<file path="config.mk">
export PLATFORM = sky130hd
export DESIGN_NAME = mpeg2_sequence_header_parser_flat
export DESIGN_NICKNAME = d
export VERILOG_FILES = /design/src/rtl/core/m2sh_pkg.sv /design/src/rtl/core/m2sh_if.sv /design/src/rtl/core/m2sh_in_stage.sv /design/src/rtl/core/m2sh_parse.sv /design/src/rtl/core/mpeg2_sequence_header_parser.sv /design/src/flat_wrapper.sv
export SDC_FILE = /design/constraint.sdc
export NUM_CORES = 1
export LEC_CHECK = 0
export ABC_AREA = 1
export BUFFER_PORTS_ARGS = -buffer_cell sky130_fd_sc_hd__buf_4
export CAP_MARGIN = 5
export CORE_AREA = 2 2 144 146
export CTS_CLUSTER_DIAMETER = 150
export CTS_CLUSTER_SIZE = 25
export DETAILED_ROUTE_END_ITERATION = 12
export DIE_AREA = 0 0 146 148
export PLACE_DENSITY = 0.51
export SYNTH_ARGS = -nofsm -noshare
export SYNTH_HDL_FRONTEND = slang
export SYNTH_SLANG_ARGS = --single-unit
</file>
<file path="constraint.sdc">
create_clock -name clk_i -period 8.2 [get_ports clk_i]
set_input_delay 0.82 -clock clk_i [delete_from_list [all_inputs] [get_ports clk_i]]
set_output_delay 0.82 -clock clk_i [all_outputs]
set_load 0.01 [all_outputs]
</file>
<file path="src/rtl/core/m2sh_pkg.sv">
// Shared types and codes for the MPEG-2 sequence header parser.
package m2sh_pkg;

  localparam int unsigned MatrixLen = 64;
  localparam int unsigned PosW      = $clog2(MatrixLen);
  localparam int unsigned HdrBytes  = 8;

  localparam logic [1:0] KIND_HDR      = 2'd0;
  localparam logic [1:0] KIND_INTRA    = 2'd1;
  localparam logic [1:0] KIND_NONINTRA = 2'd2;

  typedef struct packed {
    logic [7:0] data_byte;
    logic       first;
  } m2sh_item_t;

  typedef struct packed {
    logic [1:0]  kind;
    logic [11:0] pic_width;
    logic [11:0] pic_height;
    logic [3:0]  aspect_code;
    logic [3:0]  rate_code;
    logic [17:0] bit_rate_value;
    logic        marker;
    logic [9:0]  vbv_size;
    logic        constrained;
    logic [5:0]  entry_index;
    logic [7:0]  entry_value;
    logic        last;
  } m2sh_res_t;

endpackage

</file>
<file path="src/rtl/core/m2sh_if.sv">
// Valid/ready channel interfaces for the byte input and the result output.
interface m2sh_in_if;
  logic       valid;
  logic       ready;
  logic [7:0] data_byte;
  logic       first;

  modport source (output valid, output data_byte, output first, input ready);
  modport sink (input valid, input data_byte, input first, output ready);
endinterface

interface m2sh_out_if;
  logic        valid;
  logic        ready;
  logic [1:0]  kind;
  logic [11:0] pic_width;
  logic [11:0] pic_height;
  logic [3:0]  aspect_code;
  logic [3:0]  rate_code;
  logic [17:0] bit_rate_value;
  logic        marker;
  logic [9:0]  vbv_size;
  logic        constrained;
  logic [5:0]  entry_index;
  logic [7:0]  entry_value;
  logic        last;

  modport source (
    output valid, output kind, output pic_width, output pic_height, output aspect_code,
    output rate_code, output bit_rate_value, output marker, output vbv_size,
    output constrained, output entry_index, output entry_value, output last,
    input ready
  );
  modport sink (
    input valid, input kind, input pic_width, input pic_height, input aspect_code,
    input rate_code, input bit_rate_value, input marker, input vbv_size,
    input constrained, input entry_index, input entry_value, input last,
    output ready
  );
endinterface

</file>
<file path="src/rtl/core/m2sh_in_stage.sv">
// Input register stage holding one byte transaction.
module m2sh_in_stage (
  input  logic                clk_i,
  input  logic                rst_ni,
  input  logic                valid_i,
  output logic                ready_o,
  input  m2sh_pkg::m2sh_item_t item_i,
  output logic                valid_o,
  input  logic                take_i,
  output m2sh_pkg::m2sh_item_t item_o
);
  import m2sh_pkg::*;

  logic       valid_q;
  m2sh_item_t item_q;

  assign ready_o = !valid_q || take_i;
  assign valid_o = valid_q;
  assign item_o  = item_q;

  always_ff @(posedge clk_i or negedge rst_ni) begin
    if (!rst_ni) begin
      valid_q <= 1'b0;
    end else if (ready_o) begin
      valid_q <= valid_i;
    end
  end

  always_ff @(posedge clk_i) begin
    if (ready_o && valid_i) begin
      item_q <= item_i;
    end
  end

endmodule

</file>
<file path="src/rtl/core/m2sh_parse.sv">
// Parse state, field extraction and result register.
module m2sh_parse (
  input  logic                 clk_i,
  input  logic                 rst_ni,
  input  logic                 valid_i,
  input  m2sh_pkg::m2sh_item_t item_i,
  output logic                 take_o,
  output logic                 res_valid_o,
  input  logic                 res_ready_i,
  output m2sh_pkg::m2sh_res_t  res_o
);
  import m2sh_pkg::*;

  localparam logic [1:0] SEC_HDR      = 2'd0;
  localparam logic [1:0] SEC_INTRA    = 2'd1;
  localparam logic [1:0] SEC_NONINTRA = 2'd2;

  logic            active_q, active_d;
  logic [1:0]      sec_q, sec_d;
  logic [PosW-1:0] pos_q, pos_d;
  logic [7:0]      prev_q, prev_d;
  logic [7:0]      hdr_q [HdrBytes-1];
  logic            hdr_we;

  logic            res_valid_q;
  m2sh_res_t       res_q, res_d;
  logic            has_res;
  logic            slot_free;

  logic            eff_active;
  logic [1:0]      eff_sec;
  logic [PosW-1:0] eff_pos;
  logic [7:0]      b;

  assign slot_free   = !res_valid_q || res_ready_i;
  assign take_o      = valid_i && slot_free;
  assign res_valid_o = res_valid_q;
  assign res_o       = res_q;

  assign b          = item_i.data_byte;
  assign eff_active = item_i.first || active_q;
  assign eff_sec    = item_i.first ? SEC_HDR : sec_q;
  assign eff_pos    = item_i.first ? '0 : pos_q;

  always_comb begin
    res_d    = '0;
    has_res  = 1'b0;
    hdr_we   = 1'b0;
    active_d = active_q;
    sec_d    = sec_q;
    pos_d    = pos_q;
    prev_d   = prev_q;
    if (take_o && eff_active) begin
      active_d = 1'b1;
      sec_d    = eff_sec;
      pos_d    = eff_pos;
      case (eff_sec)
        SEC_HDR: begin
          if (eff_pos[2:0] != 3'd7) begin
            hdr_we = 1'b1;
            pos_d  = eff_pos + PosW'(1);
          end else begin
            has_res              = 1'b1;
            res_d.kind           = KIND_HDR;
            res_d.pic_width      = {hdr_q[0], hdr_q[1][7:4]};
            res_d.pic_height     = {hdr_q[1][3:0], hdr_q[2]};
            res_d.aspect_code    = hdr_q[3][7:4];
            res_d.rate_code      = hdr_q[3][3:0];
            res_d.bit_rate_value = {hdr_q[4], hdr_q[5], hdr_q[6][7:6]};
            res_d.marker         = hdr_q[6][5];
            res_d.vbv_size       = {hdr_q[6][4:0], b[7:3]};
            res_d.constrained    = b[2];
            res_d.last           = !b[1] && !b[0];
            prev_d               = b;
            pos_d                = '0;
            if (b[1]) begin
              sec_d = SEC_INTRA;
            end else if (b[0]) begin
              sec_d = SEC_NONINTRA;
            end else begin
              sec_d    = SEC_HDR;
              active_d = 1'b0;
            end
          end
        end
        SEC_INTRA: begin
          has_res           = 1'b1;
          res_d.kind        = KIND_INTRA;
          res_d.entry_index = eff_pos;
          res_d.entry_value = {prev_q[0], b[7:1]};
          prev_d            = b;
          pos_d             = eff_pos + PosW'(1);
          if (&eff_pos) begin
            res_d.last = !b[0];
            if (b[0]) begin
              sec_d = SEC_NONINTRA;
            end else begin
              sec_d    = SEC_HDR;
              active_d = 1'b0;
            end
          end
        end
        SEC_NONINTRA: begin
          has_res           = 1'b1;
          res_d.kind        = KIND_NONINTRA;
          res_d.entry_index = eff_pos;
          res_d.entry_value = b;
          pos_d             = eff_pos + PosW'(1);
          if (&eff_pos) begin
            res_d.last = 1'b1;
            sec_d      = SEC_HDR;
            active_d   = 1'b0;
          end
        end
        default: begin
          active_d = 1'b0;
          sec_d    = SEC_HDR;
          pos_d    = '0;
        end
      endcase
    end
  end

  always_ff @(posedge clk_i or negedge rst_ni) begin
    if (!rst_ni) begin
      active_q    <= 1'b0;
      sec_q       <= SEC_HDR;
      pos_q       <= '0;
      res_valid_q <= 1'b0;
    end else begin
      active_q <= active_d;
      sec_q    <= sec_d;
      pos_q    <= pos_d;
      if (slot_free) begin
        res_valid_q <= take_o && has_res;
      end
    end
  end

  always_ff @(posedge clk_i) begin
    prev_q <= prev_d;
    if (hdr_we) begin
      hdr_q[eff_pos[2:0]] <= b;
    end
    if (take_o && has_res) begin
      res_q <= res_d;
    end
  end

endmodule

</file>
<file path="src/rtl/core/mpeg2_sequence_header_parser.sv">
// Top level of the MPEG-2 sequence header parser.
// Each byte passes the input register stage and then the result register before its result is valid.
// Throughput: one byte per cycle unless the output stalls; at most one result per byte.
// Back pressure on the output stalls the input register stage.
// Reset (rst_ni low, asynchronous) empties both stages and leaves the parser
// idle, waiting for a byte flagged as first.
module mpeg2_sequence_header_parser (
  input  logic clk_i,
  input  logic rst_ni,
  m2sh_in_if.sink    in_i,
  m2sh_out_if.source out_o
);
  import m2sh_pkg::*;

  m2sh_item_t in_item;
  m2sh_item_t stg_item;
  logic       stg_valid;
  logic       stg_take;
  m2sh_res_t  res;

  assign in_item.data_byte = in_i.data_byte;
  assign in_item.first     = in_i.first;

  m2sh_in_stage u_in_stage (
    .clk_i   (clk_i),
    .rst_ni  (rst_ni),
    .valid_i (in_i.valid),
    .ready_o (in_i.ready),
    .item_i  (in_item),
    .valid_o (stg_valid),
    .take_i  (stg_take),
    .item_o  (stg_item)
  );

  m2sh_parse u_parse (
    .clk_i       (clk_i),
    .rst_ni      (rst_ni),
    .valid_i     (stg_valid),
    .item_i      (stg_item),
    .take_o      (stg_take),
    .res_valid_o (out_o.valid),
    .res_ready_i (out_o.ready),
    .res_o       (res)
  );

  assign out_o.kind           = res.kind;
  assign out_o.pic_width      = res.pic_width;
  assign out_o.pic_height     = res.pic_height;
  assign out_o.aspect_code    = res.aspect_code;
  assign out_o.rate_code      = res.rate_code;
  assign out_o.bit_rate_value = res.bit_rate_value;
  assign out_o.marker         = res.marker;
  assign out_o.vbv_size       = res.vbv_size;
  assign out_o.constrained    = res.constrained;
  assign out_o.entry_index    = res.entry_index;
  assign out_o.entry_value    = res.entry_value;
  assign out_o.last           = res.last;

endmodule

</file>
<file path="src/flat_wrapper.sv">
// flat-port wrapper written by rule: the top's interface ports become plain ports
module mpeg2_sequence_header_parser_flat import m2sh_pkg::*;
  (clk_i, rst_ni, in_i_valid, in_i_data_byte, in_i_first, in_i_ready, out_o_valid, out_o_kind, out_o_pic_width, out_o_pic_height, out_o_aspect_code, out_o_rate_code, out_o_bit_rate_value, out_o_marker, out_o_vbv_size, out_o_constrained, out_o_entry_index, out_o_entry_value, out_o_last, out_o_ready);
  m2sh_in_if in_i_i ();
  m2sh_out_if out_o_i ();
  input  logic clk_i;
  input  logic rst_ni;
  input wire logic [$bits(in_i_i.valid)-1:0] in_i_valid;
  input wire logic [$bits(in_i_i.data_byte)-1:0] in_i_data_byte;
  input wire logic [$bits(in_i_i.first)-1:0] in_i_first;
  output wire logic [$bits(in_i_i.ready)-1:0] in_i_ready;
  output wire logic [$bits(out_o_i.valid)-1:0] out_o_valid;
  output wire logic [$bits(out_o_i.kind)-1:0] out_o_kind;
  output wire logic [$bits(out_o_i.pic_width)-1:0] out_o_pic_width;
  output wire logic [$bits(out_o_i.pic_height)-1:0] out_o_pic_height;
  output wire logic [$bits(out_o_i.aspect_code)-1:0] out_o_aspect_code;
  output wire logic [$bits(out_o_i.rate_code)-1:0] out_o_rate_code;
  output wire logic [$bits(out_o_i.bit_rate_value)-1:0] out_o_bit_rate_value;
  output wire logic [$bits(out_o_i.marker)-1:0] out_o_marker;
  output wire logic [$bits(out_o_i.vbv_size)-1:0] out_o_vbv_size;
  output wire logic [$bits(out_o_i.constrained)-1:0] out_o_constrained;
  output wire logic [$bits(out_o_i.entry_index)-1:0] out_o_entry_index;
  output wire logic [$bits(out_o_i.entry_value)-1:0] out_o_entry_value;
  output wire logic [$bits(out_o_i.last)-1:0] out_o_last;
  input wire logic [$bits(out_o_i.ready)-1:0] out_o_ready;
  assign in_i_i.valid = in_i_valid;
  assign in_i_i.data_byte = in_i_data_byte;
  assign in_i_i.first = in_i_first;
  assign in_i_ready = in_i_i.ready;
  assign out_o_valid = out_o_i.valid;
  assign out_o_kind = out_o_i.kind;
  assign out_o_pic_width = out_o_i.pic_width;
  assign out_o_pic_height = out_o_i.pic_height;
  assign out_o_aspect_code = out_o_i.aspect_code;
  assign out_o_rate_code = out_o_i.rate_code;
  assign out_o_bit_rate_value = out_o_i.bit_rate_value;
  assign out_o_marker = out_o_i.marker;
  assign out_o_vbv_size = out_o_i.vbv_size;
  assign out_o_constrained = out_o_i.constrained;
  assign out_o_entry_index = out_o_i.entry_index;
  assign out_o_entry_value = out_o_i.entry_value;
  assign out_o_last = out_o_i.last;
  assign out_o_i.ready = out_o_ready;
  mpeg2_sequence_header_parser u_core (.clk_i(clk_i), .rst_ni(rst_ni), .in_i(in_i_i), .out_o(out_o_i));
endmodule
</file>
Word-level counts from Yosys, hierarchy flattened
Memory sizes are Yosys's and may differ from the RTL's. A register that Yosys moved wholly into a read port is not among the register bits. Cells that the tools add are included.

Bitwise logic cells: 2. Equal/unequal tests: 4. $add $sub $neg: 1. Mux-type cells: 32. Reductions and logical operators: 18.

Operators by type and width (number): $pmux 14 s2 (1); $mux 1 (16); $mux 2 (6); $mux 6 (2); $pmux 2 s3 (2); $pmux 6 s2 (1); $add 6x1->6 const B (1); $pmux 1 s3 (2); $reduce_and 6->1 (1); $logic_and 1x1->1 (5); $logic_not 1->1 (4); $pmux 1 s2 (2); $logic_or 1x1->1 (3); $ne 3x3->1 const B (1); $reduce_and 3->1 (1); $reduce_or 3->1 (1); $eq 2x1->1 const B (1); $eq 2x2->1 const B (1); $logic_not 2->1 (1); $ne 2x2->1 const B (1); $not 1->1 (2); $reduce_bool 2->1 (1); $reduce_or 2->1 (1).

Bits of input ports: 13. Bits in registers: 49. Memories kept: 1. Memory bits (writable): 56. Logic and storage cells: 72. Output and inout port bits: 81.

Memory list: u_core.u_parse.hdr_q (depth 7, bits a word 8, read ports 7, clocked after memory_dff 7, write ports 1, line m2sh_parse.sv:22) `logic [7:0] hdr_q [HdrBytes-1];`.

Longest topological paths before layout
Depth in word-level cells: 7. Gate-level depth with buffers: 11. Mapped depth without buffers: 11.

Modules after synthesis
Synthesis repeated with hierarchy kept, for this count alone.

Cells, all modules: 456. Area total of the unflattened synthesis: 6007.0 um^2.

Modules (own cells, without submodules): m2sh_parse (times used 1, area an instance 5691.7 um^2, sequential area each 4334.2 um^2, cells an instance 441); m2sh_in_stage (times used 1, area an instance 315.3 um^2, sequential area each 295.3 um^2, cells an instance 15).

Worst setup path before layout
Ideal clock, no wire load.

Path type: input to register. From: in out_o_ready. To: reg, netlist name out_o_aspect_code[0]. Path buffers: 1. Setup time: 0.518 ns. Path slack: 3.074 ns. Data arrival time: 4.608 ns. Stages: 7. Data required time: 7.682 ns. Path through: nor2_1 > inv_1 > nand2_2 > buf_6 > nor2_8 > inv_4 > nor2_1.

Cells in the longest elaborated chain, start to end: 5. Elaborated cells on any way between the ends: 7. Classes of those cells: mux: 1; bitwise: 1; reduce/logical: 5.

RTL lines: start: declaration (line flat_wrapper.sv:25) `input wire logic [$bits(out_o_i.ready)-1:0] out_o_ready;`; $logic_or 1x1->1 (*) (line m2sh_parse.sv:35) `assign slot_free = !res_valid_q || res_ready_i;`; $logic_and 1x1->1 (*) (line m2sh_parse.sv:36) `assign take_o = valid_i && slot_free;`; $logic_and 1x1->1 (line m2sh_parse.sv:53) `if (take_o && eff_active) begin`; $not 1->1 (no line) or $mux 1 (tied branches); $reduce_or 3->1 (no line) or $logic_and 1x1->1 (tied branches).

Every way passes the cells marked *; elsewhere a longest branch is shown, timed or not. A chain may end at the register's enable or synchronous reset.

Worst setup path in the final report
From: reg u_core.u_in_stage.item_q (netlist bit u_core.u_in_stage.item_o[0]). To: reg u_core.u_parse.res_q (netlist bit u_core.u_parse.res_o[12]) (enable).

Cells in the longest elaborated chain, start to end: 6. Elaborated cells on any way between the ends: 13. Classes of those cells: eq/ne: 3; mux: 5; reduce/logical: 5.

RTL lines: start: declaration (line m2sh_in_stage.sv:15) `m2sh_item_t item_q;`; start signal: assignment (line m2sh_in_stage.sv:31) `item_q <= item_i;`; $mux 6 or $mux 2 (tied branches) (line m2sh_parse.sv:43, m2sh_parse.sv:42); $ne 3x3->1, or another cell as far along (line m2sh_parse.sv:59) `if (eff_pos[2:0] != 3'd7) begin`; $mux 1 or $reduce_or 2->1 (tied branches); $pmux 1 s2 (line m2sh_parse.sv:57) `case (eff_sec)`; $mux 1 (*) (line m2sh_parse.sv:53); $logic_and 1x1->1 (*) (line m2sh_parse.sv:145) `if (take_o && has_res) begin`; end signal: assignment (line m2sh_parse.sv:146) `res_q <= res_d;`; end: declaration (line m2sh_parse.sv:26) `m2sh_res_t res_q, res_d;`.

Marked as above.

==> results.json <==
{
  "worstSetupPathType": "reg -> reg",
  "n_antenna_cell": 0,
  "vias_per_cell": 4.14,
  "initialDrtViolationCount": 325,
  "synthCells": 447,
  "finalCritPeriodShare": 0.370,
  "rsz0062_at_grt": "false",
  "fin_setup_tns_ps": 0,
  "root_buffer": "clkbuf_16",
  "fp.dieH_um": 148,
  "wl_per_cell_um": 14.5,
  "final_cells": 834,
  "power_leakage_nw": 3.18,
  "fillers": 1954,
  "dieArea_sq_um": 21600,
  "overflow": 0,
  "fin_crit_ps": 3030,
  "path_clk_slew_ps": 70,
  "numPlacedInstances": 802,
  "routed_wl_um": 12100,
  "status": "finished, final reports clean",
  "drc": 0,
  "dieWidth_um": 146,
  "syn-num-nets": 467,
  "antenna_found_initial": 0,
  "grt_max_degree": 69,
  "slew_violations": 0,
  "grt_pass1_vias": 3493,
  "grt_pass1_wl_um": 19000,
  "cp.required_ps": 8250,
  "start_util": 0.297,
  "yosys_register_bits": 156,
  "synth.avg_cell_area_sq_um": 13.3,
  "postCtsSetupBuffers": 0,
  "p_per_area_nw_per_um2": 235,
  "ys_warn_count": 0,
  "grt.total_usage": 0.117,
  "synthToLayoutAreaGrowth_pct": 26.2,
  "worst_setup_path_start_kind": "flop",
  "num_vias": 3451,
  "hold_viol": 0,
  "arrival_ps": 3080,
  "rows": 52,
  "max-vdd-ir-drop_mv": 0.137,
  "seqCellArea_sq_um": 4630,
  "fmax_mhz": 330,
  "cts_hold_buf": 0,
  "multiInputGateArea_sq_um": 910,
  "setup-violations-final": 0,
  "htree_num_levels": 4,
  "cap_violations": 0,
  "cp-end-kind": "flop",
  "worstPathMaxFanout": 68,
  "clock-sinks": 156,
  "synthDistinctLibCells": 24,
  "cts_resized": 0,
  "finalNetCount": 571,
  "io_buffers": 93,
  "clk_latency_ps": 420,
  "ioPinCount": 94,
  "relSlewSlack": 0.229,
  "cts_buffer_depth": 2,
  "hold_path.class": "in -> async",
  "coreArea_sq_um": 20000,
  "synth.cell_area_sq_um": 5960,
  "place_congestion": 0.881,
  "cts_tree": "yes",
  "drt_first_pass_iters": 7,
  "postLayoutCoreUtil": 0.375,
  "cts_buffers": 17,
  "synth.yosys.seq_area_share": 0.777,
  "worst_pin_slew_ps": 1150,
  "antenna_left": 0,
  "final_layout_size_suffix_gt1_frac": 0.254,
  "skew_ps": 9.32,
  "dp_hpwl_um": 7860
}
## worst max-delay path, cell delays in order (launching register included)
cell and delay, ps:
edfxtp_1 470, nor2_1 280, ha_1 250, ha_1 320, a21oi_1 190, nor2_4 350, buf_4 740
## through the flow
stage               hold WS, ps  power, W  instance area (sq um)  setup slack (ps)
floorplan                   449  0.000962                   5960              3070
global placement            471  0.000989                   6930              5260
global route                213   0.00183                   7520              4990
CTS                         213   0.00179                   7520              5190
finish                      219   0.00177                   7520              5170
detailed placement          467  0.000993                   6930              5180
## cell families after synthesis
family / count (synthesis) / synth area share
AND/OR/NAND/NOR: 161 / 0.114
XOR/XNOR: 2 / 0.00294
buffers and inverters: 99 / 0.0720
adder cells (fa/ha/maj): 7 / 0.0147
flip-flops: 156 / 0.777
AO/OA/AOI/OAI: 22 / 0.0197
## flip-flops by register name, indices dropped and copies added (netlist names)
register	cells
out_o_aspect_code	4
u_core.u_parse.active_q	1
u_core.u_parse.hdr_q	56
u_core.u_parse.prev_q	1
out_o_bit_rate_value	17
out_o_pic_width	12
u_core.u_parse.sec_q	2
u_core.u_parse.res_o	30
out_o_pic_height	12
u_core.u_parse.res_valid_o	1
out_o_rate_code	4
u_core.u_in_stage.valid_o	1
u_core.u_parse.pos_q	6
u_core.u_in_stage.item_o	9
## final timing paths
path | start | to | slack [ps] | depth (start not counted)
setup / recovery | u_core.u_in_stage.item_o[0] | u_core.u_parse.res_o[12] | 5170 | 6
hold reg to reg | u_core.u_parse.sec_q[1] | u_core.u_parse.sec_q[1] | 490 | 2
setup reg to reg | u_core.u_in_stage.item_o[0] | u_core.u_parse.res_o[12] | 5170 | 6
min in group clk_i | u_core.u_parse.sec_q[1] | u_core.u_parse.sec_q[1] | 490 | 2
max in group asynchronous | rst_ni | u_core.u_parse.pos_q[0] | 7820 | 1
hold / removal | rst_ni | u_core.u_in_stage.valid_o | 220 | 1
## placed cells by master (no fill, tap or decap), types with 6 or more instances in the layout
cell,synthesis,final
nand3_1,7,7
buf_4,0,95
edfxtp_1,145,145
ha_1,7,7
dfrtp_1,11,11
nand2_1,60,60
nor2_2,8,8
inv_6,0,6
nor2_1,77,76
clkbuf_16,0,17
inv_1,85,85
a21oi_1,11,11
o21ai_0,7,7
## area by class of cell
type	instances	area share
timing repair buffer	95	0.0948
clock inverter	15	0.0228
inverter	89	0.0447
clock buffer	17	0.0565
sequential	156	0.615
tap	270	0.0449
multi-input combinational	192	0.121
## synth_stat cells
library cell  number  share of area
nand2_1           60          0.038
inv_1             85          0.054
xor2_1             2         0.0029
nand3_1            7         0.0059
nand3_4            1         0.0029
nand2_2            1         0.0011
clkbuf_1           1        0.00063
dfrtp_1           11          0.046
ha_1               7          0.015
a21oi_1           11         0.0092
edfxtp_1         145           0.73
inv_2              3         0.0019
nor2_1            77          0.048
nor2_2             8         0.0084
nor3_1             5         0.0042
a211oi_1           1         0.0013
buf_2              2         0.0017
nor2_8             1         0.0034
buf_6              7          0.013
o22ai_1            2         0.0021
o21ai_0            7         0.0059
o211ai_1           1         0.0013
inv_4              1         0.0011
nor2_4             1         0.0019
## metal layers
metal / track usage / wire length [um] / part of all wire
met5: 0 / 0 / 0
met4: 0.0471 / 211 / 0.017
met3: 0.0401 / 746 / 0.062
met2: 0.183 / 5740 / 0.47
met1: 0.150 / 5390 / 0.45
## report_power, final
group          internal (W)  switching (W)  leakage [nW]
clock              0.000459       0.000336         0.293
sequential         0.000892      0.0000184          1.57
combinational     0.0000187      0.0000469          1.31
total               0.00137       0.000401          3.18
No activity file was read; power rests on OpenSTA's default activity.
